### src/rtl/core/bavg_pkg.sv
package bavg_pkg;

    // Widths fixed by the register and result formats.
    localparam int CFG_W     = 21;
    localparam int CFG_IDX_W = 2;
    localparam int OUT_W     = 32;

    // Register indexes on the configuration channel.
    localparam logic [CFG_IDX_W-1:0] REG_IN_LENGTH  = 2'd0;
    localparam logic [CFG_IDX_W-1:0] REG_OUT_LENGTH = 2'd1;

    localparam int DEF_MAX_SERIES_LENGTH = 1048576;
    localparam int DEF_SAMPLE_WIDTH      = 32;

    // Entries in the queue between the accumulator and the divider.
    localparam int QUEUE_DEPTH = 2;

    // Bits needed to hold a length up to and including the maximum.
    function automatic int len_width(input int max_len);
        return $clog2(max_len + 1);
    endfunction

    // The block sum needs sample width plus length width, and wraps at 64 bits.
    function automatic int sum_width(input int sample_w, input int len_w);
        return ((sample_w + len_w) > 64) ? 64 : (sample_w + len_w);
    endfunction

endpackage

### src/rtl/core/bavg_sample_if.sv
interface bavg_sample_if #(
    parameter int SAMPLE_WIDTH = bavg_pkg::DEF_SAMPLE_WIDTH
);
    logic                           valid;
    logic                           ready;
    logic signed [SAMPLE_WIDTH-1:0] sample;

    modport source (output valid, output sample, input ready);
    modport sink   (input valid, input sample, output ready);
endinterface

### src/rtl/core/bavg_point_if.sv
interface bavg_point_if;
    logic                             valid;
    logic                             ready;
    logic signed [bavg_pkg::OUT_W-1:0] average;
    logic                             last_point;

    modport source (output valid, output average, output last_point, input ready);
    modport sink   (input valid, input average, input last_point, output ready);
endinterface

### src/rtl/core/bavg_cfg_if.sv
interface bavg_cfg_if;
    logic                              valid;
    logic                              ready;
    logic [bavg_pkg::CFG_IDX_W-1:0]    index;
    logic [bavg_pkg::CFG_W-1:0]        data;

    modport source (output valid, output index, output data, input ready);
    modport sink   (input valid, input index, input data, output ready);
endinterface

### src/rtl/core/block_average_decimator.sv
// Streams a series of in_length signed samples and emits out_length points, each the
// mean of one contiguous block, truncated toward zero; when in_length is at most
// out_length every sample is passed through unchanged. last_point marks the final
// point of a series, after which the next sample starts a new series; any write to
// register 0 (in_length) or 1 (out_length) also restarts the series and must be made
// while the block is idle. The front accumulates one sample per cycle, stalling only
// when a block closes and the queue is full, and feeds a two-entry queue; the back
// holds a radix-2 divider for blocks of two or more samples and takes no new block
// while it divides, while a block of one sample, including every pass-through
// sample, skips the divider. A point that needs no division passes from the queue
// entry through the back's hold state into the output register.
module block_average_decimator #(
    parameter int MAX_SERIES_LENGTH = bavg_pkg::DEF_MAX_SERIES_LENGTH,
    parameter int SAMPLE_WIDTH      = bavg_pkg::DEF_SAMPLE_WIDTH
) (
    input  logic         clk,
    input  logic         rst_n,
    bavg_cfg_if.sink     cfg,
    bavg_sample_if.sink  samples,
    bavg_point_if.source points
);

    localparam int LEN_W = bavg_pkg::len_width(MAX_SERIES_LENGTH);
    localparam int SUM_W = bavg_pkg::sum_width(SAMPLE_WIDTH, LEN_W);
    localparam int JOB_W = 1 + LEN_W + SUM_W;

    logic             push_valid;
    logic             push_ready;
    logic [SUM_W-1:0] push_sum;
    logic [LEN_W-1:0] push_count;
    logic             push_last;
    logic             pop_valid;
    logic             pop_ready;
    logic [JOB_W-1:0] pop_data;

    bavg_front #(
        .MAX_SERIES_LENGTH (MAX_SERIES_LENGTH),
        .SAMPLE_WIDTH      (SAMPLE_WIDTH),
        .LEN_W             (LEN_W),
        .SUM_W             (SUM_W)
    ) u_front (
        .clk       (clk),
        .rst_n     (rst_n),
        .cfg       (cfg),
        .samples   (samples),
        .job_valid (push_valid),
        .job_ready (push_ready),
        .job_sum   (push_sum),
        .job_count (push_count),
        .job_last  (push_last)
    );

    bavg_queue #(
        .WIDTH (JOB_W)
    ) u_queue (
        .clk        (clk),
        .rst_n      (rst_n),
        .push_valid (push_valid),
        .push_ready (push_ready),
        .push_data  ({push_last, push_count, push_sum}),
        .pop_valid  (pop_valid),
        .pop_ready  (pop_ready),
        .pop_data   (pop_data)
    );

    bavg_back #(
        .MAX_SERIES_LENGTH (MAX_SERIES_LENGTH),
        .SAMPLE_WIDTH      (SAMPLE_WIDTH),
        .LEN_W             (LEN_W),
        .SUM_W             (SUM_W)
    ) u_back (
        .clk       (clk),
        .rst_n     (rst_n),
        .job_valid (pop_valid),
        .job_ready (pop_ready),
        .job_sum   (pop_data[SUM_W-1:0]),
        .job_count (pop_data[SUM_W +: LEN_W]),
        .job_last  (pop_data[JOB_W-1]),
        .points    (points)
    );

endmodule

### src/rtl/core/bavg_front.sv
module bavg_front #(
    parameter int MAX_SERIES_LENGTH = bavg_pkg::DEF_MAX_SERIES_LENGTH,
    parameter int SAMPLE_WIDTH      = bavg_pkg::DEF_SAMPLE_WIDTH,
    parameter int LEN_W             = bavg_pkg::len_width(MAX_SERIES_LENGTH),
    parameter int SUM_W             = bavg_pkg::sum_width(SAMPLE_WIDTH, LEN_W)
) (
    input  logic              clk,
    input  logic              rst_n,
    bavg_cfg_if.sink          cfg,
    bavg_sample_if.sink       samples,
    output logic              job_valid,
    input  logic              job_ready,
    output logic [SUM_W-1:0]  job_sum,
    output logic [LEN_W-1:0]  job_count,
    output logic              job_last
);

    localparam int CFG_W  = bavg_pkg::CFG_W;
    localparam int PROD_W = 2 * LEN_W + 1;
    localparam int CMP_W  = (LEN_W > CFG_W) ? LEN_W : CFG_W;
    localparam logic [CMP_W-1:0] MAX_C = CMP_W'(MAX_SERIES_LENGTH);

    logic [CFG_W-1:0]  in_len_reg, in_len_next;
    logic [CFG_W-1:0]  out_len_reg, out_len_next;
    logic [SUM_W-1:0]  sum_reg, sum_next;
    logic [LEN_W-1:0]  count_reg, count_next;
    logic [LEN_W-1:0]  idx_reg, idx_next;
    logic              start_reg, start_next;
    logic [PROD_W-1:0] a_reg, a_next;
    logic [PROD_W-1:0] b_reg, b_next;

    logic [CMP_W-1:0]  in_ext, out_ext, n_c, t_c;
    logic [LEN_W-1:0]  n, t;
    logic              pass_mode;
    logic              series_end;
    logic              close_block;
    logic [PROD_W-1:0] a_eff, b_eff;
    logic [SUM_W-1:0]  sum_add;
    logic [LEN_W-1:0]  count_add;
    logic              accept;
    logic              cfg_write;
    logic              cfg_hit;

    // A length of zero counts as one, and a length above the maximum as the maximum.
    always_comb
    begin
        in_ext  = CMP_W'(in_len_reg);
        out_ext = CMP_W'(out_len_reg);
        n_c = (in_ext == '0) ? CMP_W'(1) : ((in_ext > MAX_C) ? MAX_C : in_ext);
        t_c = (out_ext == '0) ? CMP_W'(1) : ((out_ext > MAX_C) ? MAX_C : out_ext);
        n = n_c[LEN_W-1:0];
        t = t_c[LEN_W-1:0];
    end

    // Block b closes at sample s when (b+1)*N < (s+2)*T. Both sides advance by
    // adding N per closed block and T per sample, so no division is needed.
    always_comb
    begin
        pass_mode   = (n <= t);
        series_end  = (({1'b0, idx_reg} + (LEN_W + 1)'(1)) >= {1'b0, n});
        a_eff       = start_reg ? PROD_W'(n) : a_reg;
        b_eff       = start_reg ? (PROD_W'(t) << 1) : b_reg;
        close_block = pass_mode || series_end || (a_eff < b_eff);
        sum_add     = sum_reg + SUM_W'(samples.sample);
        count_add   = count_reg + LEN_W'(1);
    end

    assign samples.ready = !close_block || job_ready;
    assign accept        = samples.valid && samples.ready;

    assign job_valid = samples.valid && close_block;
    assign job_sum   = sum_add;
    assign job_count = count_add;
    assign job_last  = series_end;

    assign cfg.ready = 1'b1;
    assign cfg_write = cfg.valid && cfg.ready;

    always_comb
    begin
        in_len_next  = in_len_reg;
        out_len_next = out_len_reg;
        cfg_hit      = 1'b0;
        if (cfg_write)
        begin
            unique case (cfg.index)
                bavg_pkg::REG_IN_LENGTH:
                begin
                    in_len_next = cfg.data;
                    cfg_hit     = 1'b1;
                end
                bavg_pkg::REG_OUT_LENGTH:
                begin
                    out_len_next = cfg.data;
                    cfg_hit      = 1'b1;
                end
                default:
                begin
                    cfg_hit = 1'b0;
                end
            endcase
        end
    end

    always_comb
    begin
        sum_next   = sum_reg;
        count_next = count_reg;
        idx_next   = idx_reg;
        start_next = start_reg;
        a_next     = a_reg;
        b_next     = b_reg;
        if (cfg_hit || (accept && series_end))
        begin
            sum_next   = '0;
            count_next = '0;
            idx_next   = '0;
            start_next = 1'b1;
        end
        else if (accept)
        begin
            idx_next   = idx_reg + LEN_W'(1);
            start_next = 1'b0;
            b_next     = b_eff + PROD_W'(t);
            if (close_block)
            begin
                a_next     = a_eff + PROD_W'(n);
                sum_next   = '0;
                count_next = '0;
            end
            else
            begin
                a_next     = a_eff;
                sum_next   = sum_add;
                count_next = count_add;
            end
        end
    end

    always_ff @(posedge clk or negedge rst_n)
    begin
        if (!rst_n)
        begin
            in_len_reg  <= CFG_W'(1);
            out_len_reg <= CFG_W'(1);
            sum_reg     <= '0;
            count_reg   <= '0;
            idx_reg     <= '0;
            start_reg   <= 1'b1;
        end
        else
        begin
            in_len_reg  <= in_len_next;
            out_len_reg <= out_len_next;
            sum_reg     <= sum_next;
            count_reg   <= count_next;
            idx_reg     <= idx_next;
            start_reg   <= start_next;
        end
    end

    always_ff @(posedge clk)
    begin
        a_reg <= a_next;
        b_reg <= b_next;
    end

`ifndef ASSERT_OFF
    a_series_restart: assert property (@(posedge clk) disable iff (!rst_n)
        (accept && series_end) |=> (idx_reg == '0) && start_reg && (count_reg == '0))
        else $error("series did not restart after its final sample");
`endif

endmodule

### src/rtl/core/bavg_queue.sv
module bavg_queue #(
    parameter int WIDTH = 8
) (
    input  logic             clk,
    input  logic             rst_n,
    input  logic             push_valid,
    output logic             push_ready,
    input  logic [WIDTH-1:0] push_data,
    output logic             pop_valid,
    input  logic             pop_ready,
    output logic [WIDTH-1:0] pop_data
);

    localparam int DEPTH = bavg_pkg::QUEUE_DEPTH;
    localparam int PTR_W = (DEPTH > 1) ? $clog2(DEPTH) : 1;
    localparam int CNT_W = $clog2(DEPTH + 1);
    localparam logic [PTR_W-1:0] PTR_LAST = PTR_W'(DEPTH - 1);

    logic [WIDTH-1:0] entry_reg [DEPTH];
    logic [PTR_W-1:0] wr_ptr_reg, wr_ptr_next;
    logic [PTR_W-1:0] rd_ptr_reg, rd_ptr_next;
    logic [CNT_W-1:0] fill_reg, fill_next;
    logic             push;
    logic             pop;

    assign push_ready = (fill_reg != CNT_W'(DEPTH));
    assign pop_valid  = (fill_reg != '0);
    assign pop_data   = entry_reg[rd_ptr_reg];
    assign push       = push_valid && push_ready;
    assign pop        = pop_valid && pop_ready;

    always_comb
    begin
        wr_ptr_next = wr_ptr_reg;
        rd_ptr_next = rd_ptr_reg;
        fill_next   = fill_reg;
        if (push)
        begin
            wr_ptr_next = (wr_ptr_reg == PTR_LAST) ? '0 : (wr_ptr_reg + PTR_W'(1));
        end
        if (pop)
        begin
            rd_ptr_next = (rd_ptr_reg == PTR_LAST) ? '0 : (rd_ptr_reg + PTR_W'(1));
        end
        if (push && !pop)
        begin
            fill_next = fill_reg + CNT_W'(1);
        end
        else if (pop && !push)
        begin
            fill_next = fill_reg - CNT_W'(1);
        end
    end

    always_ff @(posedge clk or negedge rst_n)
    begin
        if (!rst_n)
        begin
            wr_ptr_reg <= '0;
            rd_ptr_reg <= '0;
            fill_reg   <= '0;
        end
        else
        begin
            wr_ptr_reg <= wr_ptr_next;
            rd_ptr_reg <= rd_ptr_next;
            fill_reg   <= fill_next;
        end
    end

    always_ff @(posedge clk)
    begin
        if (push)
        begin
            entry_reg[wr_ptr_reg] <= push_data;
        end
    end

endmodule

### src/rtl/core/bavg_back.sv
module bavg_back #(
    parameter int MAX_SERIES_LENGTH = bavg_pkg::DEF_MAX_SERIES_LENGTH,
    parameter int SAMPLE_WIDTH      = bavg_pkg::DEF_SAMPLE_WIDTH,
    parameter int LEN_W             = bavg_pkg::len_width(MAX_SERIES_LENGTH),
    parameter int SUM_W             = bavg_pkg::sum_width(SAMPLE_WIDTH, LEN_W)
) (
    input  logic              clk,
    input  logic              rst_n,
    input  logic              job_valid,
    output logic              job_ready,
    input  logic [SUM_W-1:0]  job_sum,
    input  logic [LEN_W-1:0]  job_count,
    input  logic              job_last,
    bavg_point_if.source      points
);

    localparam int OUT_W  = bavg_pkg::OUT_W;
    localparam int EXT_W  = (SUM_W > OUT_W) ? SUM_W : OUT_W;
    localparam int STEP_W = $clog2(SUM_W);
    localparam logic [STEP_W-1:0] STEP_LAST = STEP_W'(SUM_W - 1);

    localparam logic [1:0] ST_IDLE = 2'd0;
    localparam logic [1:0] ST_DIV  = 2'd1;
    localparam logic [1:0] ST_HOLD = 2'd2;

    logic [1:0]        state_reg, state_next;
    logic [SUM_W-1:0]  dq_reg, dq_next;
    logic [LEN_W-1:0]  rem_reg, rem_next;
    logic [LEN_W-1:0]  div_reg, div_next;
    logic [STEP_W-1:0] step_reg, step_next;
    logic              neg_reg, neg_next;
    logic              last_reg, last_next;
    logic              out_valid_reg, out_valid_next;
    logic [OUT_W-1:0]  average_reg, average_next;
    logic              out_last_reg, out_last_next;

    logic              slot_free;
    logic              pop;
    logic [SUM_W-1:0]  mag;
    logic [LEN_W:0]    shifted;
    logic              fits;
    logic [LEN_W:0]    diff;
    logic [EXT_W-1:0]  q_ext;
    logic [EXT_W-1:0]  signed_q;

    assign slot_free = !out_valid_reg || points.ready;
    assign job_ready = (state_reg == ST_IDLE) || ((state_reg == ST_HOLD) && slot_free);
    assign pop       = job_valid && job_ready;

    // Divide the magnitude and put the sign back afterwards, as truncation toward zero needs.
    assign mag = job_sum[SUM_W-1] ? (~job_sum + SUM_W'(1)) : job_sum;

    // One quotient bit per cycle: shift the next dividend bit into the remainder.
    always_comb
    begin
        shifted = {rem_reg, dq_reg[SUM_W-1]};
        fits    = (shifted >= {1'b0, div_reg});
        diff    = shifted - {1'b0, div_reg};
    end

    always_comb
    begin
        q_ext    = EXT_W'(dq_reg);
        signed_q = neg_reg ? (~q_ext + EXT_W'(1)) : q_ext;
    end

    always_comb
    begin
        state_next     = state_reg;
        dq_next        = dq_reg;
        rem_next       = rem_reg;
        div_next       = div_reg;
        step_next      = step_reg;
        neg_next       = neg_reg;
        last_next      = last_reg;
        out_valid_next = out_valid_reg && !points.ready;
        average_next   = average_reg;
        out_last_next  = out_last_reg;

        unique case (state_reg)
            ST_IDLE:
            begin
                state_next = ST_IDLE;
            end
            ST_DIV:
            begin
                rem_next  = fits ? diff[LEN_W-1:0] : shifted[LEN_W-1:0];
                dq_next   = {dq_reg[SUM_W-2:0], fits};
                step_next = step_reg + STEP_W'(1);
                if (step_reg == STEP_LAST)
                begin
                    state_next = ST_HOLD;
                end
            end
            ST_HOLD:
            begin
                if (slot_free)
                begin
                    out_valid_next = 1'b1;
                    average_next   = signed_q[OUT_W-1:0];
                    out_last_next  = last_reg;
                    state_next     = ST_IDLE;
                end
            end
            default:
            begin
                state_next = ST_IDLE;
            end
        endcase

        // A block of one sample needs no division and goes straight to the result.
        if (pop)
        begin
            neg_next   = job_sum[SUM_W-1];
            dq_next    = mag;
            rem_next   = '0;
            div_next   = job_count;
            step_next  = '0;
            last_next  = job_last;
            state_next = (job_count == LEN_W'(1)) ? ST_HOLD : ST_DIV;
        end
    end

    always_ff @(posedge clk or negedge rst_n)
    begin
        if (!rst_n)
        begin
            state_reg     <= ST_IDLE;
            out_valid_reg <= 1'b0;
        end
        else
        begin
            state_reg     <= state_next;
            out_valid_reg <= out_valid_next;
        end
    end

    always_ff @(posedge clk)
    begin
        dq_reg       <= dq_next;
        rem_reg      <= rem_next;
        div_reg      <= div_next;
        step_reg     <= step_next;
        neg_reg      <= neg_next;
        last_reg     <= last_next;
        average_reg  <= average_next;
        out_last_reg <= out_last_next;
    end

    assign points.valid      = out_valid_reg;
    assign points.average    = average_reg;
    assign points.last_point = out_last_reg;

`ifndef ASSERT_OFF
    a_rem_below_divisor: assert property (@(posedge clk) disable iff (!rst_n)
        (state_reg == ST_DIV) |-> (rem_reg < div_reg))
        else $error("division remainder reached the divisor");

    a_divisor_nonzero: assert property (@(posedge clk) disable iff (!rst_n)
        (state_reg != ST_IDLE) |-> (div_reg != '0))
        else $error("divider holds a zero count");

    a_hold_delivers: assert property (@(posedge clk) disable iff (!rst_n)
        ((state_reg == ST_HOLD) && slot_free) |=> points.valid)
        else $error("finished quotient was not placed in the output register");
`endif

endmodule
### src/flat_wrapper.sv
// flat-port wrapper written by rule: the top's interface ports become plain ports
module block_average_decimator_flat 
#(
    parameter int MAX_SERIES_LENGTH = bavg_pkg::DEF_MAX_SERIES_LENGTH,
    parameter int SAMPLE_WIDTH      = bavg_pkg::DEF_SAMPLE_WIDTH
)
  (clk, rst_n, cfg_valid, cfg_index, cfg_data, cfg_ready, samples_valid, samples_sample, samples_ready, points_valid, points_average, points_last_point, points_ready);
  bavg_cfg_if cfg_i ();
  bavg_sample_if #(.SAMPLE_WIDTH(SAMPLE_WIDTH)) samples_i ();
  bavg_point_if points_i ();
  input  logic clk;
  input  logic rst_n;
  input wire logic [$bits(cfg_i.valid)-1:0] cfg_valid;
  input wire logic [$bits(cfg_i.index)-1:0] cfg_index;
  input wire logic [$bits(cfg_i.data)-1:0] cfg_data;
  output wire logic [$bits(cfg_i.ready)-1:0] cfg_ready;
  input wire logic [$bits(samples_i.valid)-1:0] samples_valid;
  input wire logic [$bits(samples_i.sample)-1:0] samples_sample;
  output wire logic [$bits(samples_i.ready)-1:0] samples_ready;
  output wire logic [$bits(points_i.valid)-1:0] points_valid;
  output wire logic [$bits(points_i.average)-1:0] points_average;
  output wire logic [$bits(points_i.last_point)-1:0] points_last_point;
  input wire logic [$bits(points_i.ready)-1:0] points_ready;
  assign cfg_i.valid = cfg_valid;
  assign cfg_i.index = cfg_index;
  assign cfg_i.data = cfg_data;
  assign cfg_ready = cfg_i.ready;
  assign samples_i.valid = samples_valid;
  assign samples_i.sample = samples_sample;
  assign samples_ready = samples_i.ready;
  assign points_valid = points_i.valid;
  assign points_average = points_i.average;
  assign points_last_point = points_i.last_point;
  assign points_i.ready = points_ready;
  block_average_decimator #(.MAX_SERIES_LENGTH(MAX_SERIES_LENGTH), .SAMPLE_WIDTH(SAMPLE_WIDTH)) u_core (.clk(clk), .rst_n(rst_n), .cfg(cfg_i), .samples(samples_i), .points(points_i));
endmodule
### config.mk
export PLATFORM = sky130hd
export DESIGN_NAME = block_average_decimator_flat
export DESIGN_NICKNAME = d
export VERILOG_FILES = /design/src/rtl/core/bavg_pkg.sv /design/src/rtl/core/bavg_sample_if.sv /design/src/rtl/core/bavg_point_if.sv /design/src/rtl/core/bavg_cfg_if.sv /design/src/rtl/core/block_average_decimator.sv /design/src/rtl/core/bavg_front.sv /design/src/rtl/core/bavg_queue.sv /design/src/rtl/core/bavg_back.sv /design/src/flat_wrapper.sv
export SDC_FILE = /design/constraint.sdc
export NUM_CORES = 1
export LEC_CHECK = 0
export CORE_AREA = 2 2 223 225
export CTS_BUF_LIST = sky130_fd_sc_hd__clkbuf_16
export CTS_CLUSTER_DIAMETER = 120
export DETAILED_ROUTE_END_ITERATION = 12
export DIE_AREA = 0 0 225 227
export DONT_BUFFER_PORTS = 1
export MAX_ROUTING_LAYER = met4
export PLACE_DENSITY = 0.8
export SYNTH_ARGS = -nofsm -noshare
export SYNTH_HDL_FRONTEND = slang
export SYNTH_HIERARCHICAL = 1
export SYNTH_SLANG_ARGS = --single-unit
### constraint.sdc
create_clock -name clk -period 11.2 [get_ports clk]
set_input_delay 1.68 -clock clk [delete_from_list [all_inputs] [get_ports clk]]
set_output_delay 1.68 -clock clk [all_outputs]
set_load 0.02 [all_outputs]
==> results.sh, run 1 <==
export IMPL_synth_edf_count=345
export IMPL_synth_largest_area_cell="edfxtp_1"
export IMPL_ctsRootBufferMaster="clkbuf_16"
export IMPL_cp_arrival_ns=5.34
export IMPL_netlist_area_um2=31400
export IMPL_grt_total_usage=0.284
export IMPL_slew_headroom=0.209
export IMPL_cp_slowest_cell="o21ai_0"
export IMPL_hp_class="flip-flop to flip-flop"
export IMPL_cts_buffers_inserted=56
export IMPL_final_max_slew_viol_count=0
export IMPL_via_per_inst=6.37
export IMPL_synthTopCellsByArea="edfxtp_1 33%, dfrtp_1 11%, ha_1 8.2%, mux2_2 4.3%, xnor2_1 3.9%"
export IMPL_path_buf_inv=1
export IMPL_design_area_um2=33900
export IMPL_grt_max_degree=146
export IMPL_hold_buffers=0
export IMPL_p_leak_nw=14.1
export IMPL_cp_required_ns=9.52
export IMPL_layout_min_cycle_time_ns=7.02
export IMPL_final_fill_count=3378
export IMPL_power_share_clock=0.261
export IMPL_n_antenna_cell=0
export IMPL_p_seq_frac=0.376
export IMPL_hpwlAfterDp_um=49800
export IMPL_largest_reg_flops=150
export IMPL_synth_seq_cells=517
export IMPL_antenna_found_initial=0
export IMPL_grt_remaining_overflow=0
export IMPL_syn_area_per_cell_um2=10.7
export IMPL_grt_pass1_wl_um=113000
export IMPL_p_sw_w=0.00266
export IMPL_yosys_cell_count_top_type="edfxtp_1"
export IMPL_drtIter0Drc=1706
export IMPL_tritoncts="yes"
export IMPL_tightest_slew_ns=1.19
export IMPL_power_density_nw_per_um2=224
export IMPL_fin_setup_tns_ns=0
export IMPL_crit_family="simple AND/OR/NAND/NOR gates"
export IMPL_synth_seq_area_share=0.462
export IMPL_start_util=0.648
export IMPL_synth_flop_cell="edfxtp_1"
export IMPL_post_place_ws_ns=4.84
export IMPL_grt_pass1_vias=22000
export IMPL_wl_per_cell_um=19.9
export IMPL_ys_warn_count=6
export IMPL_synth_top_area_frac=0.329
export IMPL_maxCapViolCount=0
export IMPL_path_clk_slew_ns=0.06
export IMPL_crit_type="flip-flop to output port"
export IMPL_rsz0062_at_grt="no"
export IMPL_vias=22700
export IMPL_clock_skew_final_ns=0.0239
export IMPL_whs_ns=0.488
export IMPL_dp_cells=3454
export IMPL_syn_to_final_growth_pct=7.92
export IMPL_switching_share=0.349
export IMPL_htree_levels=2
export IMPL_status="completed"
export IMPL_power_internal_w=0.00496
export IMPL_drc=0
export IMPL_final_cells=3560
export IMPL_drtAntennaViolNets=0
export IMPL_critPathCaptureType="output port"
export IMPL_yosys_cell_types_count=97
export IMPL_worst_path_largest_cell_delay_ns=0.85
export IMPL_post_cts_resized=0
export IMPL_timing_final_ws_setup_ns=4.18
export IMPL_path_max_fanout=6
export IMPL_ios=96
export IMPL_totalWireLength_um=70900
export IMPL_irDropWorstVdd_uv=168
export IMPL_die_w_um=225
export IMPL_crit_chain="ha_1 > and3_1 > nand3_1 > nor2_1 > nand3_1 > or3_1 > or2_2 > nor2_1 > nand3_1 > xnor2_1 > ha_1 > and3_1 > nand2_1 > a2bb2oi_1 > and2_1 > inv_1 > o21ai_0"
export IMPL_drive_gt1_frac=0.109
export IMPL_setup_viol=0
export IMPL_rows=81
export IMPL_synthesis_nets=3196
export IMPL_placed_area_um2=31900
export IMPL_path_common_cell="nand3_1"
export IMPL_synthArstFlopShare=0.280
export IMPL_dr_pass1_iters=5
export IMPL_p_comb_frac=0.363
export IMPL_coreArea_um2=48500
export IMPL_timing_fmax_mhz=143
export IMPL_die_h_um=227
export IMPL_clock_path_buffers=3
export IMPL_min_period_over_period=0.626
export IMPL_clock_sinks=517
export IMPL_ys_top_cells_by_count="345 x edfxtp_1, 245 x nand2_1, 206 x ha_1"
export IMPL_hold_viol=0
export IMPL_fp_dieArea_um2=51100
export IMPL_cp_start_kind="flip-flop"
export IMPL_place_congestion=0.931
export IMPL_nets=3160
export IMPL_syn_inst=2926
export IMPL_port_buffers=0
export IMPL_clk_insertion_delay_late_ns=0.63
export IMPL_postCtsSetupBuffers=0
==> placed cells by master, fill, tap and decap left out, types with 11 or more instances in the layout <==
cell | Yosys | routed
nand2b_1 | 40 | 40
o211ai_1 | 13 | 13
o31ai_1 | 39 | 39
dfxtp_1 | 27 | 27
nor3_1 | 41 | 41
o41ai_1 | 11 | 11
mux2_2 | 121 | 121
nor4_1 | 28 | 28
a211oi_1 | 17 | 16
a31oi_1 | 13 | 13
nor2_1 | 118 | 116
nor2b_1 | 74 | 74
buf_4 | 3 | 13
mux2i_1 | 22 | 22
o21a_1 | 32 | 32
edfxtp_1 | 345 | 345
o21ai_0 | 184 | 184
o21bai_1 | 18 | 18
o21ai_1 | 20 | 20
a21o_1 | 76 | 76
mux2_4 | 40 | 40
clkbuf_16 | 0 | 59
a21oi_1 | 146 | 145
ha_1 | 206 | 206
nand3_1 | 58 | 58
and3_1 | 34 | 33
or3_1 | 19 | 19
dfrtp_1 | 142 | 141
a22o_1 | 77 | 77
or2_2 | 12 | 12
nand4_1 | 39 | 39
xnor2_1 | 140 | 140
and2_1 | 20 | 20
inv_1 | 148 | 152
nand2_1 | 245 | 244
xor2_1 | 118 | 118
clkinv_1 | 1 | 11
==> per-layer routing <==
| layer | vias up | wire length, µm | track usage | share of wire |
|---|---|---|---|---|
| met3 | 136 | 4490 | 0.0457 | 0.063 |
| li1 | 10700 | - | - | - |
| met4 | 0 | 1830 | 0.0808 | 0.026 |
| met2 | 767 | 32800 | 0.444 | 0.46 |
| met1 | 11000 | 31800 | 0.386 | 0.45 |
| met5 | - | 0 | - | 0 |
==> path summary, 6_finish.rpt <==
check	from	to	slack [ns]	cells after the start
worst min-delay path	u_core/u_back/rem_reg[3]	u_core/u_back/rem_reg[3]	0.49	2
worst min register to register	u_core/u_back/rem_reg[3]	u_core/u_back/rem_reg[3]	0.49	2
min in group asynchronous	rst_n	u_core/u_front/sum_reg[15]	0.76	0
worst max-delay path	u_core/u_front/idx_reg[0]	samples_ready	4.18	17
worst max register to register	u_core/u_front/in_ext[11]	u_core/u_front/count_reg[5]	5.02	18
max in group asynchronous	rst_n	u_core/u_front/out_ext[0]	10.10	0
==> stage by stage <==
stage,util,total power [W]
6_report,0.699,0.00762
5_1_grt,0.699,0.00805
4_1_cts,0.699,0.00761
3_5_place_dp,0.658,0.00560
3_3_place_gp,0.658,0.00547
2_1_floorplan,-,0.00495
==> power by group through the flow <==
stage / logic (W) / registers, W / clock network [W]
after global placement: 0.00260 / 0.00287 / 0
final: 0.00277 / 0.00286 / 0.00199
after CTS: 0.00274 / 0.00286 / 0.00202
after detailed placement: 0.00271 / 0.00289 / 0
after global routing: 0.00306 / 0.00291 / 0.00209
after floorplan: 0.00214 / 0.00280 / 0
==> layout make-up <==
class,instances,area [µm²],share of cell area
Clock inverter,47,531,0.0156
Inverter,149,559,0.0165
Timing Repair Buffer,13,97.6,0.00288
Multi-Input combinational cell,2153,16000,0.470
Clock buffer,59,1480,0.0435
Tap cell,622,778,0.0229
Sequential cell,517,14500,0.428
==> logic make-up after synthesis <==
family,Yosys count,synth area share
simple gates,777,0.127
xor+xnor,258,0.0719
other cells,1,0.000119
buf+inv,256,0.0324
mux,183,0.0694
fa+ha+maj,210,0.0845
flops,517,0.462
compound gates,724,0.153
==> worst register-to-register path: stages (launching register included) <==
cell	delay, ns
dfrtp_1	0.39
nor4_1	0.33
nand3_1	0.17
o21ai_0	0.52
nand2_1	0.23
inv_1	0.16
mux2_2	0.20
ha_1	0.25
nor2b_1	0.14
a2111oi_0	0.48
a2111oi_0	0.24
o21a_1	0.19
o31ai_4	0.41
a21oi_4	0.11
buf_4	0.30
o22ai_4	0.90
buf_4	0.67
o21ai_0	0.26
o21ai_0	0.13
(Power assumes the default switching activity.)
==> inputs of run 2 (changes only) <==
- clock period: 11.2 -> 6.6 ns (I/O delays scaled with it)
==> run 2 against run 1 <==
Against the previous run:
- clock power is 51% higher
- setup slack got worse by 3.6 ns
- hold slack lost 0.41 ns
==> results.sh, run 2 (same netlist as run 1, synthesis figures left out) <==
export IMPL_tritoncts="yes"
export IMPL_coreArea_um2=48500
export IMPL_cp_slowest_cell="dfrtp_1"
export IMPL_die_w_um=225
export IMPL_drive_gt1_frac=0.107
export IMPL_irDropWorstVdd_uv=345
export IMPL_maxCapViolCount=0
export IMPL_totalWireLength_um=70800
export IMPL_wl_per_cell_um=19.9
export IMPL_nets=3163
export IMPL_wl_met3_um=4940
export IMPL_dr_pass1_iters=5
export IMPL_syn_to_final_growth_pct=7.35
export IMPL_path_clk_slew_ns=0.06
export IMPL_slew_headroom=0.151
export IMPL_path_common_cell="nand3_1"
export IMPL_postCtsSetupBuffers=0
export IMPL_via_per_inst=6.38
export IMPL_hold_buffers=0
export IMPL_grt_pass1_wl_um=113000
export IMPL_fin_setup_tns_ns=0
export IMPL_drc=0
export IMPL_rsz0062_at_grt="no"
export IMPL_critPathCaptureType="output port"
export IMPL_power_w=0.0126
export IMPL_cp_required_ns=5.61
export IMPL_path_max_fanout=6
export IMPL_die_h_um=227
export IMPL_vias=22700
export IMPL_port_buffers=0
export IMPL_final_cells=3561
export IMPL_min_period_over_period=0.908
export IMPL_switching_share=0.355
export IMPL_layout_common_cells="345 x edfxtp_1, 244 x nand2_1, 206 x ha_1"
export IMPL_ctsRootBufferMaster="clkbuf_16"
export IMPL_grt_total_usage=0.283
export IMPL_multiInputGateArea_um2=16000
export IMPL_largest_reg_flops=150
export IMPL_power_density_nw_per_um2=374
export IMPL_timing_fmax_mhz=167
export IMPL_clock_skew_final_ns=0.0278
export IMPL_htree_levels=2
export IMPL_start_util=0.648
export IMPL_final_fill_count=3439
export IMPL_dp_cells=3460
export IMPL_hpwlAfterDp_um=49900
export IMPL_cp_arrival_ns=5.00
export IMPL_utilization=0.695
export IMPL_tightest_slew_ns=1.27
export IMPL_grt_remaining_overflow=0
export IMPL_power_share_clock=0.238
export IMPL_p_leak_nw=14.0
export IMPL_clk_insertion_delay_late_ns=0.61
export IMPL_fp_dieArea_um2=51100
export IMPL_crit_type="flip-flop to output port"
export IMPL_wl_met2_um=33100
export IMPL_clock_path_buffers=3
export IMPL_antenna_found_initial=1
export IMPL_grt_max_degree=146
export IMPL_p_comb_frac=0.377
export IMPL_top_layer="met4"
export IMPL_drtAntennaViolNets=0
export IMPL_rows=81
export IMPL_layout_min_cycle_time_ns=5.99
export IMPL_hp_class="primary input to async pin"
export IMPL_seq_area_um2=14500
export IMPL_wl_met1_um=31100
export IMPL_hold_viol=0
export IMPL_power_internal_w=0.00814
export IMPL_layout_commonest_cell="edfxtp_1"
export IMPL_setup_viol=0
export IMPL_p_seq_frac=0.385
export IMPL_ios=96
export IMPL_worst_path_largest_cell_delay_ns=0.43
export IMPL_crit_chain="ha_1 > and3_1 > nand3_1 > nor2_1 > nand3_1 > or3_1 > or2_2 > nor2_1 > nand3_1 > xnor2_1 > ha_1 > and3_1 > nand2_1 > a2bb2oi_1 > and2_1 > inv_1 > o21ai_0 > buf_4"
export IMPL_drtIter0Drc=1940
export IMPL_cp_start_kind="flip-flop"
export IMPL_clock_sinks=517
export IMPL_status="completed"
export IMPL_p_sw_w=0.00448
export IMPL_post_cts_resized=0
export IMPL_grt_pass1_vias=22000
export IMPL_final_max_slew_viol_count=0
export IMPL_place_congestion=0.931
export IMPL_cts_buffers_inserted=53
run 2: cell count changes in the layout (fill, tap and decap cells not counted), sizes merged:
cell      delta
clkinv       +1
clkinvlp     -5
inv          +6
buf          +6
bufinv       -5
diode        +2
clkbuf       -4
run 2: power by group through the flow:
stage,Sequential (W),Combinational (W),Clock [W]
5_1_grt,0.00493,0.00522,0.00317
6_report,0.00486,0.00476,0.00300
4_1_cts,0.00486,0.00470,0.00304
2_1_floorplan,0.00473,0.00364,0
3_3_place_gp,0.00486,0.00444,0
3_5_place_dp,0.00491,0.00466,0
run 2: final timing paths:
path | cells after the start | slack, ns | start | end
max | 18 | 0.61 | u_core/u_front/idx_reg[0] | samples_ready
max reg2reg | 21 | 1.10 | u_core/u_front/idx_reg[0] | u_core/u_front/a_reg[41]
min in group clk | 0 | 0.47 | u_core/u_back/last_reg | u_core/u_back/points.last_point
min | 0 | 0.08 | rst_n | u_core/u_back/state_reg[1]
min reg2reg | 0 | 0.47 | u_core/u_back/last_reg | u_core/u_back/points.last_point
max in group asynchronous | 0 | 5.98 | rst_n | u_core/u_queue/rd_ptr_reg
run 2: metrics by stage:
step | cell area (µm²) | setup slack [ns] | hold WS (ns)
after floorplan | 31500 | 0.344 | 0.400
after global placement | 32000 | 1.42 | 0.442
after detailed placement | 32000 | 1.26 | 0.444
after CTS | 33800 | 0.666 | 0.0556
after global routing | 33800 | 0.234 | 0.0497
final | 33800 | 0.609 | 0.0821
run 2: cell type report:
type | count | share of cell area
Antenna cell | 2 | 0.000148
Clock inverter | 44 | 0.0104
Clock buffer | 55 | 0.0408
Inverter | 149 | 0.0166
Sequential cell | 517 | 0.431
Multi-Input combinational cell | 2153 | 0.473
Timing Repair Buffer | 19 | 0.00571
Tap cell | 622 | 0.0231
run 2: critical path: cells and delay by family, from the launching register on:
kind,cells,cell delay [ns]
and+or+nand+nor,11,2.51
AOI/OAI and AO/OA,2,0.41
xor gates and xnor gates,1,0.20
buffers and inverters,2,0.33
adders and majority gates,2,0.53
DFF,1,0.43
run 2: per-layer routing:
metal / track usage / up-vias
met3: 0.0469 / 136
met4: 0.0773 / 0
met2: 0.449 / 784
met1: 0.378 / 11100
li1: - / 10700
met5: - / -
